### src/design/i2c_rts_pkg.sv
// Package for the I2C register transaction sequencer.
// Holds the transaction structs, the sequencer state types and the command and action codes.
// It depends on nothing else.
package i2c_rts_pkg;

    localparam int unsigned ADDR_W  = 7;
    localparam int unsigned BYTE_W  = 8;
    localparam int unsigned CMD_W   = 3;
    localparam int unsigned ACT_W   = 3;
    localparam int unsigned STAT_W  = 2;

    localparam logic READ_BIT = 1'b1;

    localparam logic [CMD_W-1:0] CMD_START_REG_WRITE = 3'd0;
    localparam logic [CMD_W-1:0] CMD_START_REG_READ  = 3'd1;
    localparam logic [CMD_W-1:0] CMD_START_READ      = 3'd2;
    localparam logic [CMD_W-1:0] CMD_WRITE_DONE      = 3'd3;
    localparam logic [CMD_W-1:0] CMD_READ_DONE       = 3'd4;

    localparam logic [ACT_W-1:0] ACT_NONE      = 3'd0;
    localparam logic [ACT_W-1:0] ACT_START_W   = 3'd1;
    localparam logic [ACT_W-1:0] ACT_START_R   = 3'd2;
    localparam logic [ACT_W-1:0] ACT_SEND      = 3'd3;
    localparam logic [ACT_W-1:0] ACT_ACK       = 3'd4;
    localparam logic [ACT_W-1:0] ACT_NACK_STOP = 3'd5;
    localparam logic [ACT_W-1:0] ACT_STOP      = 3'd6;

    localparam logic [STAT_W-1:0] ST_PENDING = 2'd0;
    localparam logic [STAT_W-1:0] ST_OK      = 2'd1;
    localparam logic [STAT_W-1:0] ST_FAILED  = 2'd2;

    typedef enum logic [1:0] {
        KIND_IDLE      = 2'd0,
        KIND_WRITE_REG = 2'd1,
        KIND_READ_REG  = 2'd2,
        KIND_READ      = 2'd3
    } kind_t;

    typedef enum logic [1:0] {
        PH_REGISTER = 2'd0,
        PH_RESTART  = 2'd1,
        PH_DATA     = 2'd2
    } phase_t;

    typedef struct packed {
        logic [CMD_W-1:0]  command;
        logic [ADDR_W-1:0] device_address;
        logic [BYTE_W-1:0] register_address;
        logic [BYTE_W-1:0] byte_count;
        logic [BYTE_W-1:0] tx_byte;
        logic [BYTE_W-1:0] rx_byte;
        logic              arbitration_lost;
        logic              bus_error;
    } cmd_item_t;

    typedef struct packed {
        logic [ACT_W-1:0]  bus_action;
        logic [BYTE_W-1:0] bus_byte;
        logic [BYTE_W-1:0] read_byte;
        logic              read_valid;
        logic [STAT_W-1:0] status;
        logic              done_res;
    } res_item_t;

    typedef struct packed {
        kind_t             kind;
        phase_t            phase;
        logic [ADDR_W-1:0] target_address;
        logic [BYTE_W-1:0] register_byte;
        logic [BYTE_W-1:0] bytes_left;
        logic [STAT_W-1:0] result_status;
    } seq_state_t;

endpackage

### src/design/i2c_register_transaction_sequencer.sv
// Top level of the I2C register transaction sequencer: input register, state and result register.
// Depends on i2c_rts_pkg and i2c_rts_step.
// An accepted transaction waits in the input register and moves to res when res is free.
// Throughput: one transaction per cycle, limited only by res_stall.
// Reset clears the valid flags and the sequencer state to idle with pending status.
module i2c_register_transaction_sequencer (
    input  logic                    clk,
    input  logic                    rst_n,
    input  logic                    cmd_valid,
    output logic                    cmd_stall,
    input  i2c_rts_pkg::cmd_item_t  cmd,
    output logic                    res_valid,
    input  logic                    res_stall,
    output i2c_rts_pkg::res_item_t  res
);
    import i2c_rts_pkg::*;

    logic       in_valid_reg;
    cmd_item_t  in_item_reg;
    seq_state_t state_reg;
    seq_state_t state_next;
    res_item_t  step_result;
    logic       out_valid_reg;
    res_item_t  out_item_reg;
    logic       advance;
    logic       in_take;

    assign advance   = in_valid_reg && (!out_valid_reg || !res_stall);
    assign cmd_stall = in_valid_reg && !advance;
    assign in_take   = cmd_valid && !cmd_stall;

    i2c_rts_step u_step (
        .item       (in_item_reg),
        .state      (state_reg),
        .state_next (state_next),
        .result     (step_result)
    );

    always_ff @(posedge clk or negedge rst_n)
    begin
        if (!rst_n)
        begin
            in_valid_reg <= 1'b0;
        end
        else if (!cmd_stall)
        begin
            in_valid_reg <= cmd_valid;
        end
    end

    always_ff @(posedge clk)
    begin
        if (in_take)
        begin
            in_item_reg <= cmd;
        end
    end

    always_ff @(posedge clk or negedge rst_n)
    begin
        if (!rst_n)
        begin
            state_reg.kind           <= KIND_IDLE;
            state_reg.phase          <= PH_REGISTER;
            state_reg.target_address <= '0;
            state_reg.register_byte  <= '0;
            state_reg.bytes_left     <= '0;
            state_reg.result_status  <= ST_PENDING;
        end
        else if (advance)
        begin
            state_reg <= state_next;
        end
    end

    always_ff @(posedge clk or negedge rst_n)
    begin
        if (!rst_n)
        begin
            out_valid_reg <= 1'b0;
        end
        else if (!out_valid_reg || !res_stall)
        begin
            out_valid_reg <= in_valid_reg;
        end
    end

    always_ff @(posedge clk)
    begin
        if (advance)
        begin
            out_item_reg <= step_result;
        end
    end

    assign res_valid = out_valid_reg;
    assign res       = out_item_reg;

endmodule

### src/design/i2c_rts_step.sv
// Next-state and result logic of the sequencer for one transaction.
// Purely combinational; uses the types and codes of i2c_rts_pkg.
module i2c_rts_step (
    input  i2c_rts_pkg::cmd_item_t  item,
    input  i2c_rts_pkg::seq_state_t state,
    output i2c_rts_pkg::seq_state_t state_next,
    output i2c_rts_pkg::res_item_t  result
);
    import i2c_rts_pkg::*;

    typedef enum logic [3:0] {
        OUT_IGNORE,
        OUT_ABORT,
        OUT_START_REG,
        OUT_START_READ,
        OUT_SEND_REG,
        OUT_RESTART,
        OUT_SEND_DATA,
        OUT_WRITE_END,
        OUT_READ_EMPTY,
        OUT_READ_ACK,
        OUT_READ_LAST
    } outcome_t;

    outcome_t          outcome;
    logic              err;
    logic [BYTE_W-1:0] bytes_dec;

    assign err       = item.arbitration_lost | item.bus_error;
    assign bytes_dec = state.bytes_left - BYTE_W'(1);

    always_comb
    begin
        outcome = OUT_IGNORE;
        unique case (item.command)
            CMD_START_REG_WRITE, CMD_START_REG_READ:
            begin
                outcome = (state.kind != KIND_IDLE) ? OUT_ABORT : OUT_START_REG;
            end
            CMD_START_READ:
            begin
                outcome = (state.kind != KIND_IDLE) ? OUT_ABORT : OUT_START_READ;
            end
            CMD_WRITE_DONE:
            begin
                priority if (err || (state.kind != KIND_WRITE_REG &&
                                     state.kind != KIND_READ_REG))
                    outcome = OUT_ABORT;
                else if (state.phase == PH_REGISTER)
                    outcome = OUT_SEND_REG;
                else if (state.kind == KIND_READ_REG && state.phase == PH_RESTART)
                    outcome = OUT_RESTART;
                else if (state.kind == KIND_WRITE_REG && state.phase == PH_DATA)
                    outcome = (state.bytes_left != '0) ? OUT_SEND_DATA : OUT_WRITE_END;
                else
                    outcome = OUT_ABORT;
            end
            CMD_READ_DONE:
            begin
                priority if (err || state.kind != KIND_READ || state.phase != PH_DATA)
                    outcome = OUT_ABORT;
                else if (state.bytes_left == '0)
                    outcome = OUT_READ_EMPTY;
                else if (bytes_dec != '0)
                    outcome = OUT_READ_ACK;
                else
                    outcome = OUT_READ_LAST;
            end
            default:
            begin
                outcome = OUT_IGNORE;
            end
        endcase
    end

    always_comb
    begin
        state_next = state;
        unique case (outcome)
            OUT_IGNORE:
            begin
                state_next = state;
            end
            OUT_ABORT:
            begin
                state_next.kind          = KIND_IDLE;
                state_next.phase         = PH_REGISTER;
                state_next.result_status = ST_FAILED;
            end
            OUT_START_REG:
            begin
                state_next.kind           = (item.command == CMD_START_REG_WRITE) ?
                                            KIND_WRITE_REG : KIND_READ_REG;
                state_next.phase          = PH_REGISTER;
                state_next.target_address = item.device_address;
                state_next.register_byte  = item.register_address;
                state_next.bytes_left     = item.byte_count;
                state_next.result_status  = ST_PENDING;
            end
            OUT_START_READ:
            begin
                state_next.kind           = KIND_READ;
                state_next.phase          = PH_DATA;
                state_next.target_address = item.device_address;
                state_next.register_byte  = '0;
                state_next.bytes_left     = item.byte_count;
                state_next.result_status  = ST_PENDING;
            end
            OUT_SEND_REG:
            begin
                state_next.phase = (state.kind == KIND_WRITE_REG) ? PH_DATA : PH_RESTART;
            end
            OUT_RESTART:
            begin
                state_next.kind  = KIND_READ;
                state_next.phase = PH_DATA;
            end
            OUT_SEND_DATA, OUT_READ_ACK:
            begin
                state_next.bytes_left = bytes_dec;
            end
            OUT_WRITE_END, OUT_READ_EMPTY:
            begin
                state_next.kind          = KIND_IDLE;
                state_next.phase         = PH_REGISTER;
                state_next.result_status = ST_OK;
            end
            OUT_READ_LAST:
            begin
                state_next.kind          = KIND_IDLE;
                state_next.phase         = PH_REGISTER;
                state_next.bytes_left    = bytes_dec;
                state_next.result_status = ST_OK;
            end
            default:
            begin
                state_next = state;
            end
        endcase
    end

    always_comb
    begin
        result            = '0;
        result.bus_action = ACT_NONE;
        result.status     = ST_PENDING;
        unique case (outcome)
            OUT_IGNORE:
            begin
                result.status = state.result_status;
            end
            OUT_ABORT:
            begin
                result.bus_action = ACT_STOP;
                result.status     = ST_FAILED;
                result.done_res   = 1'b1;
            end
            OUT_START_REG:
            begin
                result.bus_action = ACT_START_W;
                result.bus_byte   = {item.device_address, 1'b0};
            end
            OUT_START_READ:
            begin
                result.bus_action = ACT_START_R;
                result.bus_byte   = {item.device_address, READ_BIT};
            end
            OUT_SEND_REG:
            begin
                result.bus_action = ACT_SEND;
                result.bus_byte   = state.register_byte;
            end
            OUT_RESTART:
            begin
                result.bus_action = ACT_START_R;
                result.bus_byte   = {state.target_address, READ_BIT};
            end
            OUT_SEND_DATA:
            begin
                result.bus_action = ACT_SEND;
                result.bus_byte   = item.tx_byte;
            end
            OUT_WRITE_END:
            begin
                result.bus_action = ACT_STOP;
                result.status     = ST_OK;
                result.done_res   = 1'b1;
            end
            OUT_READ_EMPTY:
            begin
                result.bus_action = ACT_NACK_STOP;
                result.status     = ST_OK;
                result.done_res   = 1'b1;
            end
            OUT_READ_ACK:
            begin
                result.bus_action = ACT_ACK;
                result.read_byte  = item.rx_byte;
                result.read_valid = 1'b1;
            end
            OUT_READ_LAST:
            begin
                result.bus_action = ACT_NACK_STOP;
                result.read_byte  = item.rx_byte;
                result.read_valid = 1'b1;
                result.status     = ST_OK;
                result.done_res   = 1'b1;
            end
            default:
            begin
                result.status = state.result_status;
            end
        endcase
    end

endmodule

### config.mk
export PLATFORM = sky130hd
export DESIGN_NAME = i2c_register_transaction_sequencer
export DESIGN_NICKNAME = d
export VERILOG_FILES = /design/src/design/i2c_rts_pkg.sv /design/src/design/i2c_register_transaction_sequencer.sv /design/src/design/i2c_rts_step.sv
export SDC_FILE = /design/constraint.sdc
export NUM_CORES = 1
export LEC_CHECK = 0
export ABC_AREA = 1
export BUFFER_PORTS_ARGS = -buffer_cell sky130_fd_sc_hd__buf_4
export CORE_ASPECT_RATIO = 0.75
export CORE_UTILIZATION = 26
export DETAILED_ROUTE_END_ITERATION = 10
export PLACE_DENSITY_LB_ADDON = 0.08
export SETUP_SLACK_MARGIN = 0.3
export SLEW_MARGIN = 40
export SYNTH_ARGS = -nofsm -noshare
export SYNTH_HDL_FRONTEND = slang
export SYNTH_HIERARCHICAL = 1
export SYNTH_SLANG_ARGS = --single-unit
### constraint.sdc
create_clock -name clk -period 2.3 [get_ports clk]
set_input_delay 0.345 -clock clk [delete_from_list [all_inputs] [get_ports clk]]
set_output_delay 0.345 -clock clk [all_outputs]
set_load 0.03 [all_outputs]
==> results of run 1 <==
repair_timing:
action | 4_1_cts | 5_1_grt
buffers inserted | 5 | 5
pin swaps | 18 | 19
cloned | 0 | 0
setup endpoints to repair | 28 | 42
endpoints found under the hold margin | 31 | 0
hold buffers | 1 | 0
gates resized for setup | 27 | 37
layer usage:
metal	share of wire [%]	vias to the layer above	wire, um
met2	42	78	5000
met1	52	1653	6270
li1	-	1751	-
met4	1.1	0	134
met3	5.0	11	600
met5	0	-	0
through the flow:
step                power [W]  TNS [ns]
global placement      0.00415     -2.65
CTS                   0.00607         0
finish                0.00624   -0.0545
floorplan             0.00358         0
detailed placement    0.00415     -1.61
global route          0.00662     -2.89
cell families (layout without fill, tap and decap cells):
family	after synthesis	in the layout
fa+ha+maj	7	7
buf+inv	65	172
flops	98	98
xor+xnor	2	2
simple gates	265	265
compound gates	29	29
worst reg2reg max path: cells and delay by family (launching register included):
kind	cells	cell delay, ns
flip-flops	1	0.43
buffers and inverters	5	0.53
XOR/XNOR	1	0.20
AND/OR/NAND/NOR	7	0.75
adder cells (fa/ha/maj)	1	0.18
worst paths after layout:
path / endpoint / start / cells past startpoint
setup reg to reg: res[0]$_DFFE_PP_ / state_reg[3]$_DFFE_PN0P_ / 14
hold / removal: in_item_reg[2]$_DFFE_PP_ / cmd[2] / 1
setup / recovery: res[0]$_DFFE_PP_ / state_reg[3]$_DFFE_PN0P_ / 14
max in group asynchronous: state_reg[27]$_DFFE_PN0P_ / rst_n / 2
min in group asynchronous: state_reg[3]$_DFFE_PN0P_ / rst_n / 2
hold reg to reg: state_reg[1]$_DFFE_PN0P_ / state_reg[1]$_DFFE_PN0P_ / 2
report_power, final:
group | total (W) | switching, W | internal (W) | leakage (nW)
Clock | 0.00176 | 0.000691 | 0.00107 | 0.167
Sequential | 0.00247 | 0.000256 | 0.00221 | 1.05
Combinational | 0.00201 | 0.00116 | 0.000854 | 1.58
layout by cell type, fill, tap and decap left out, types with 9 or more instances in the layout:
master     count
buf_4        100
dfrtp_1       27
clkbuf_16      9
nand4_1       11
nand3_2       10
inv_1         30
inv_2         19
nand2_1      143
nand2_2       16
nor2_1        18
nand3_1       40
edfxtp_1      67
cell type report:
cell class              instances  area [um2]  share of cell area, %
flip-flops and latches         98        2790                   45.2
multi-input cells             303        1730                   28.1
repair buffers                105         815                   13.2
well taps                     236         295                   4.78
clock buffers                  10         229                   3.71
inverters                      51         194                   3.14
clock inverters                 6         113                   1.82
==> metrics.csv, run 1 <==
stage;metric;value;unit
detailed_routing;drtIter0Drc;253;
global_routing;grt_max_degree;32;
global_routing;met1_usage;20.3;%
timing;setup_viol;6;
place;preCtsSetupSlack;-0.200;ns
finish;area_delta_synth_final;35.3;%
finish;stdcell_count;809;
cts;root_buffer;clkbuf_16;
global_routing;overflow;0;
setup_path;path_cells;inv_2 -> ha_4 -> nand3_2 -> xor2_2 -> nor2_2 -> buf_4 -> nand3_1 -> nand2_1 -> inv_1 -> nand2_4 -> nor2_4 -> nor2_8 -> buf_4 -> inv_2;
setup_path;cp_slowest_cell;dfrtp_1;
cts;h-tree-depth;3;
power;leakage;2.79;nW
timing;period_needed;2.33;ns
finish;design_area;6170;um2
setup_path;crit_arrival;2.44;ns
timing;skew;0.00804;ns
power;ir_drop;0.314;mV
place;dp.cells;782;
setup_path;required;2.41;ns
yosys;synthSimpleGateAreaFrac;26.2;%
cts;cts.sinks;98;
die;die-area;18100;um2
yosys;yosysSeqAreaShare;61.1;%
yosys;synth.most_common_cell;nand2_1;
yosys;synth_fa_ha_area_share;1.92;%
cts;clockBufferDepth;2;
place;place_area;5520;um2
timing;rsz0062_at_grt;yes;
finish;drive_gt1_share;35.6;%
cts;insertion_delay;0.35;ns
setup_path;max_stage_delay;0.43;ns
setup_path;setup.worst_path.class;reg -> reg;
yosys;synth_ff_type;edfxtp_1;
setup_path;startpoint_type;flop;
yosys;synth_area;4560;um2
detailed_routing;final_antenna_net_count;0;
setup_path;crit_fanout;6;
finish;fin_util;36.3;%
yosys;synth_top_family_by_area;simple AND/OR/NAND/NOR gates;
setup_path;critPathTopFamily;simple AND/OR/NAND/NOR gates;
timing;layout_setup_ws;-0.0310;ns
yosys;async_flop_share;31.6;%
global_routing;grt.busiest_layer;met2;
finish;final_net_count;623;
yosys;synth_edf_count;67;
global_routing;met2_usage;20.5;%
timing;min_period_over_period;101;%
timing;fmax;429;MHz
flow_run;max-cap-violations;0;
cts;numCtsBuffers;9;
detailed_routing;wl;12000;um
setup_path;reg2reg_slack;-0.03;ns
place;dpl.hpwl;8210;um
detailed_routing;vias_per_cell;4.32;
cts;cts.clk_slew.worst_paths;0.07;ns
timing;slew_headroom;70.1;%
detailed_routing;dr.pass1.iters;4;
die;io_pins;73;
global_routing;first_global_vias;3390;
place;gp_congestion;0.820;
finish;largest_register_ffs;44;
yosys;yosys.area_share.xor_xnor;0.384;%
yosys;synth_nets;521;
yosys;synth_compound_area_share;4.53;%
yosys;syn_area_per_cell;9.79;um2
finish;antenna_cells;0;
yosys;ys_types;33;
timing;whs;0.164;ns
global_routing;grt_pass1_wl;18800;um
finish;fill_cells;1725;
timing;drv_slew;0;
yosys;synthMuxAreaShare;0;%
die;rows;41;
detailed_routing;drc;0;
setup_path;worst-path-buf-inv;5;
status;violations;setup timing;
place;portBuffers;72;
global_routing;use_met3;3.41;%
yosys;synth_top_area_share;44.1;%
yosys;ys_top_cells_by_area;edfxtp_1, dfrtp_1, nand2_1;
global_routing;antenna_found_initial;0;
detailed_routing;via_count;3493;
die;die_w;155;um
yosys;syn_inst;466;
die;dieHeight;117;um
status;status;complete, but fails checks;
die;start_util;26.9;%
worst_hold_path;hold_class;in -> reg;
timing;hold_violations;0;
yosys;ys_warn_count;6;
yosys;ys_ff_latch;98;
power;p_per_area;1010;nW/um2
cts;cts_tree;built;
yosys;synth.largest_area_cell;edfxtp_1;
yosys;ys_top_cells_by_count;nand2_1, edfxtp_1, nand3_1, inv_1, dfrtp_1;
global_routing;grt_use_total;14.0;%
timing;worst_slew_pin_slew;0.448;ns
setup_path;end_kind;flop;
detailed_routing;wire_per_inst;14.8;um
die;core;17000;um2
(Power assumes the default switching activity.)
==> run 2, diff against run 1 <==
--- a/config.mk
+++ b/config.mk
@@ -17,3 +17,4 @@
 export SYNTH_HDL_FRONTEND = slang
 export SYNTH_HIERARCHICAL = 1
 export SYNTH_SLANG_ARGS = --single-unit
+export TNS_END_PERCENT = 1
==> metrics.csv, run 2 (synthesized netlist as in run 1, its figures left out) <==
stage;metric;value;unit;change
die;die-area;18100;um2;unchanged
global_routing;grt_max_degree;32;;unchanged
timing;rsz0062_at_grt;yes;;
cts;cts.sinks;98;;unchanged
timing;fmax;437;MHz;+2.0%
power;combPwrFrac;31.3;%;-0.9 points
power;power;0.00578;W;-7.3%
global_routing;overflow;0;;unchanged
power;switchingPower;0.00200;W;-5.0%
die;dieHeight;117;um;unchanged
timing;skew;0.0134;ns;+0.00534 ns
timing;drv_slew;0;;unchanged
power;leakage;2.68;nW;-3.9%
detailed_routing;dr.pass1.iters;4;;unchanged
power;ir_drop;0.334;mV;+6.6%
detailed_routing;drtIter0Drc;204;;-19%
detailed_routing;vias_per_cell;4.30;;-0.36%
cts;clockBufferDepth;2;;unchanged
detailed_routing;wire_per_inst;14.7;um;-1.0%
finish;fill_cells;1744;;+1.1%
setup_path;path_cells;inv_2 -> ha_4 -> nand3_1 -> xor2_1 -> nor2_1 -> nand2_1 -> nand2_1 -> nand2_2 -> nand2_2 -> nand3_4 -> nor3_4 -> inv_1 -> o21ai_1;;
setup_path;cp_slowest_cell;dfrtp_1;;
detailed_routing;via_count;3459;;-0.97%
setup_path;startpoint_type;flop;;
cts;numCtsBuffers;9;;unchanged
detailed_routing;final_antenna_net_count;0;;unchanged
finish;layout_common_cells;nand2_1, buf_4, edfxtp_1, nand3_1, inv_1;;
power;p_per_area;971;nW/um2;-3.9%
worst_hold_path;hold_class;in -> reg;;
finish;seqCellArea;2790;um2;-0.13%
die;start_util;26.9;%;unchanged
finish;multi_input_area;1610;um2;-7.0%
global_routing;grt_use_total;13.9;%;-0.028 points
timing;worst_slew_pin_slew;0.456;ns;+0.00810 ns
global_routing;first_global_vias;3386;;-0.12%
place;preCtsSetupSlack;-0.202;ns;-0.00272 ns
finish;drive_gt1_share;29.6;%;-6.0 points
detailed_routing;drc;0;;unchanged
global_routing;grt_pass1_wl;18700;um;-0.73%
flow_run;max-cap-violations;0;;unchanged
die;io_pins;73;;unchanged
setup_path;setup.worst_path.class;reg -> reg;;
timing;min_period_over_period;99.4;%;-2.0 points
finish;antenna_cells;0;;unchanged
setup_path;required;2.46;ns;+0.05 ns
timing;period_needed;2.29;ns;-0.0453 ns
place;portBuffers;72;;unchanged
finish;area_delta_synth_final;30.6;%;
timing;hold_violations;0;;unchanged
die;die_w;155;um;unchanged
cts;h-tree-depth;3;;unchanged
finish;final_common_cell;nand2_1;;
timing;setup_viol;0;;-6
power;power_frac_seq;42.3;%;+2.8 points
finish;final_net_count;618;;-0.80%
cts;cts.clk_slew.worst_paths;0.07;ns;about the same
die;rows;41;;unchanged
setup_path;max_stage_delay;0.39;ns;-0.04 ns
power;power.internal;0.00378;W;-8.5%
detailed_routing;wl;11800;um;-1.6%
power;switching_share;34.6;%;+0.84 points
global_routing;antenna_found_initial;0;;unchanged
finish;largest_register_ffs;44;;unchanged
cts;root_buffer;clkbuf_16;;
timing;layout_setup_ws;0.0142;ns;+0.0453 ns
place;dpl.hpwl;8160;um;-0.65%
cts;cts_tree;built;;
place;gp_congestion;0.820;;unchanged
die;core;17000;um2;unchanged
setup_path;crit_arrival;2.45;ns;about the same
power;clkPwrFrac;26.4;%;-1.8 points
timing;slew_headroom;69.6;%;-0.54 points
cts;insertion_delay;0.35;ns;about the same
setup_path;crit_fanout;5;;-1
status;status;completed;;
setup_path;end_kind;flop;;
run 2: final timing paths:
kind	depth (start not counted)	start	endpoint	slack [ns]
max	13	state_reg[2]$_DFFE_PN0P_	res[12]$_DFFE_PP_	0.01
min	1	cmd[22]	in_item_reg[22]$_DFFE_PP_	0.16
max reg2reg	13	state_reg[2]$_DFFE_PN0P_	res[12]$_DFFE_PP_	0.01
min reg2reg	2	state_reg[10]$_DFFE_PN0P_	state_reg[10]$_DFFE_PN0P_	0.48
max in group asynchronous	2	rst_n	state_reg[23]$_DFFE_PN0P_	1.48
min in group asynchronous	2	rst_n	state_reg[3]$_DFFE_PN0P_	0.48
run 2: repair_timing:
item                                   4_1_cts  5_1_grt
pin swaps                                    2        8
gates cloned                                 0        0
buffers inserted                             3        2
resized for setup                            7       16
hold buffers                                 1        0
endpoints found under the hold margin       31        0
setup endpoints to repair                   28       40
run 2: layout make-up:
class                   instances  share of cell area, %
flip-flops and latches         98                   46.8
multi-input cells             303                   27.1
repair buffers                100                   13.0
well taps                     236                   4.96
clock buffers                  10                   3.84
inverters                      51                   3.21
clock inverters                 6                   1.09
run 2: layer usage:
metal  track usage, %  vias to the layer above  share of wire, %
met4             4.88                        0               1.4
met5                0                        -                 0
met1             20.0                     1611                51
met3             3.90                       12               6.1
met2             19.9                       93                41
li1                 -                     1743                 -
run 2: power groups by stage:
| stage | sequential (W) | combinational, W | clock [W] |
|---|---|---|---|
| 2_1_floorplan | 0.00251 | 0.00107 | 0 |
| 3_3_place_gp | 0.00247 | 0.00168 | 0 |
| 3_5_place_dp | 0.00247 | 0.00168 | 0 |
| 4_1_cts | 0.00244 | 0.00174 | 0.00158 |
| 5_1_grt | 0.00249 | 0.00203 | 0.00164 |
| 6_report | 0.00244 | 0.00181 | 0.00152 |
run 2: worst max-delay path: cells and delay by family, from the launching register on:
family | cells | cell delay, ns
buffers and inverters | 2 | 0.22
flip-flops | 1 | 0.39
XOR/XNOR | 1 | 0.16
adder cells (fa/ha/maj) | 1 | 0.18
AND/OR/NAND/NOR | 8 | 0.93
AO/OA/AOI/OAI | 1 | 0.21
run 2: per-stage QoR:
stage / hold slack, ns / cell area [um2] / setup TNS [ns] / utilization (%) / instances
6_report: 0.162 / 5960 / 0 / 35.1 / 804
5_1_grt: 0.143 / 5960 / -2.43 / 35.1 / 804
4_1_cts: 0.146 / 5870 / 0 / 34.6 / 802
3_5_place_dp: 0.327 / 5520 / -1.64 / 32.5 / 782
3_3_place_gp: 0.328 / 5520 / -2.65 / 32.5 / 782
2_1_floorplan: 0.0494 / 4580 / 0 / - / 466
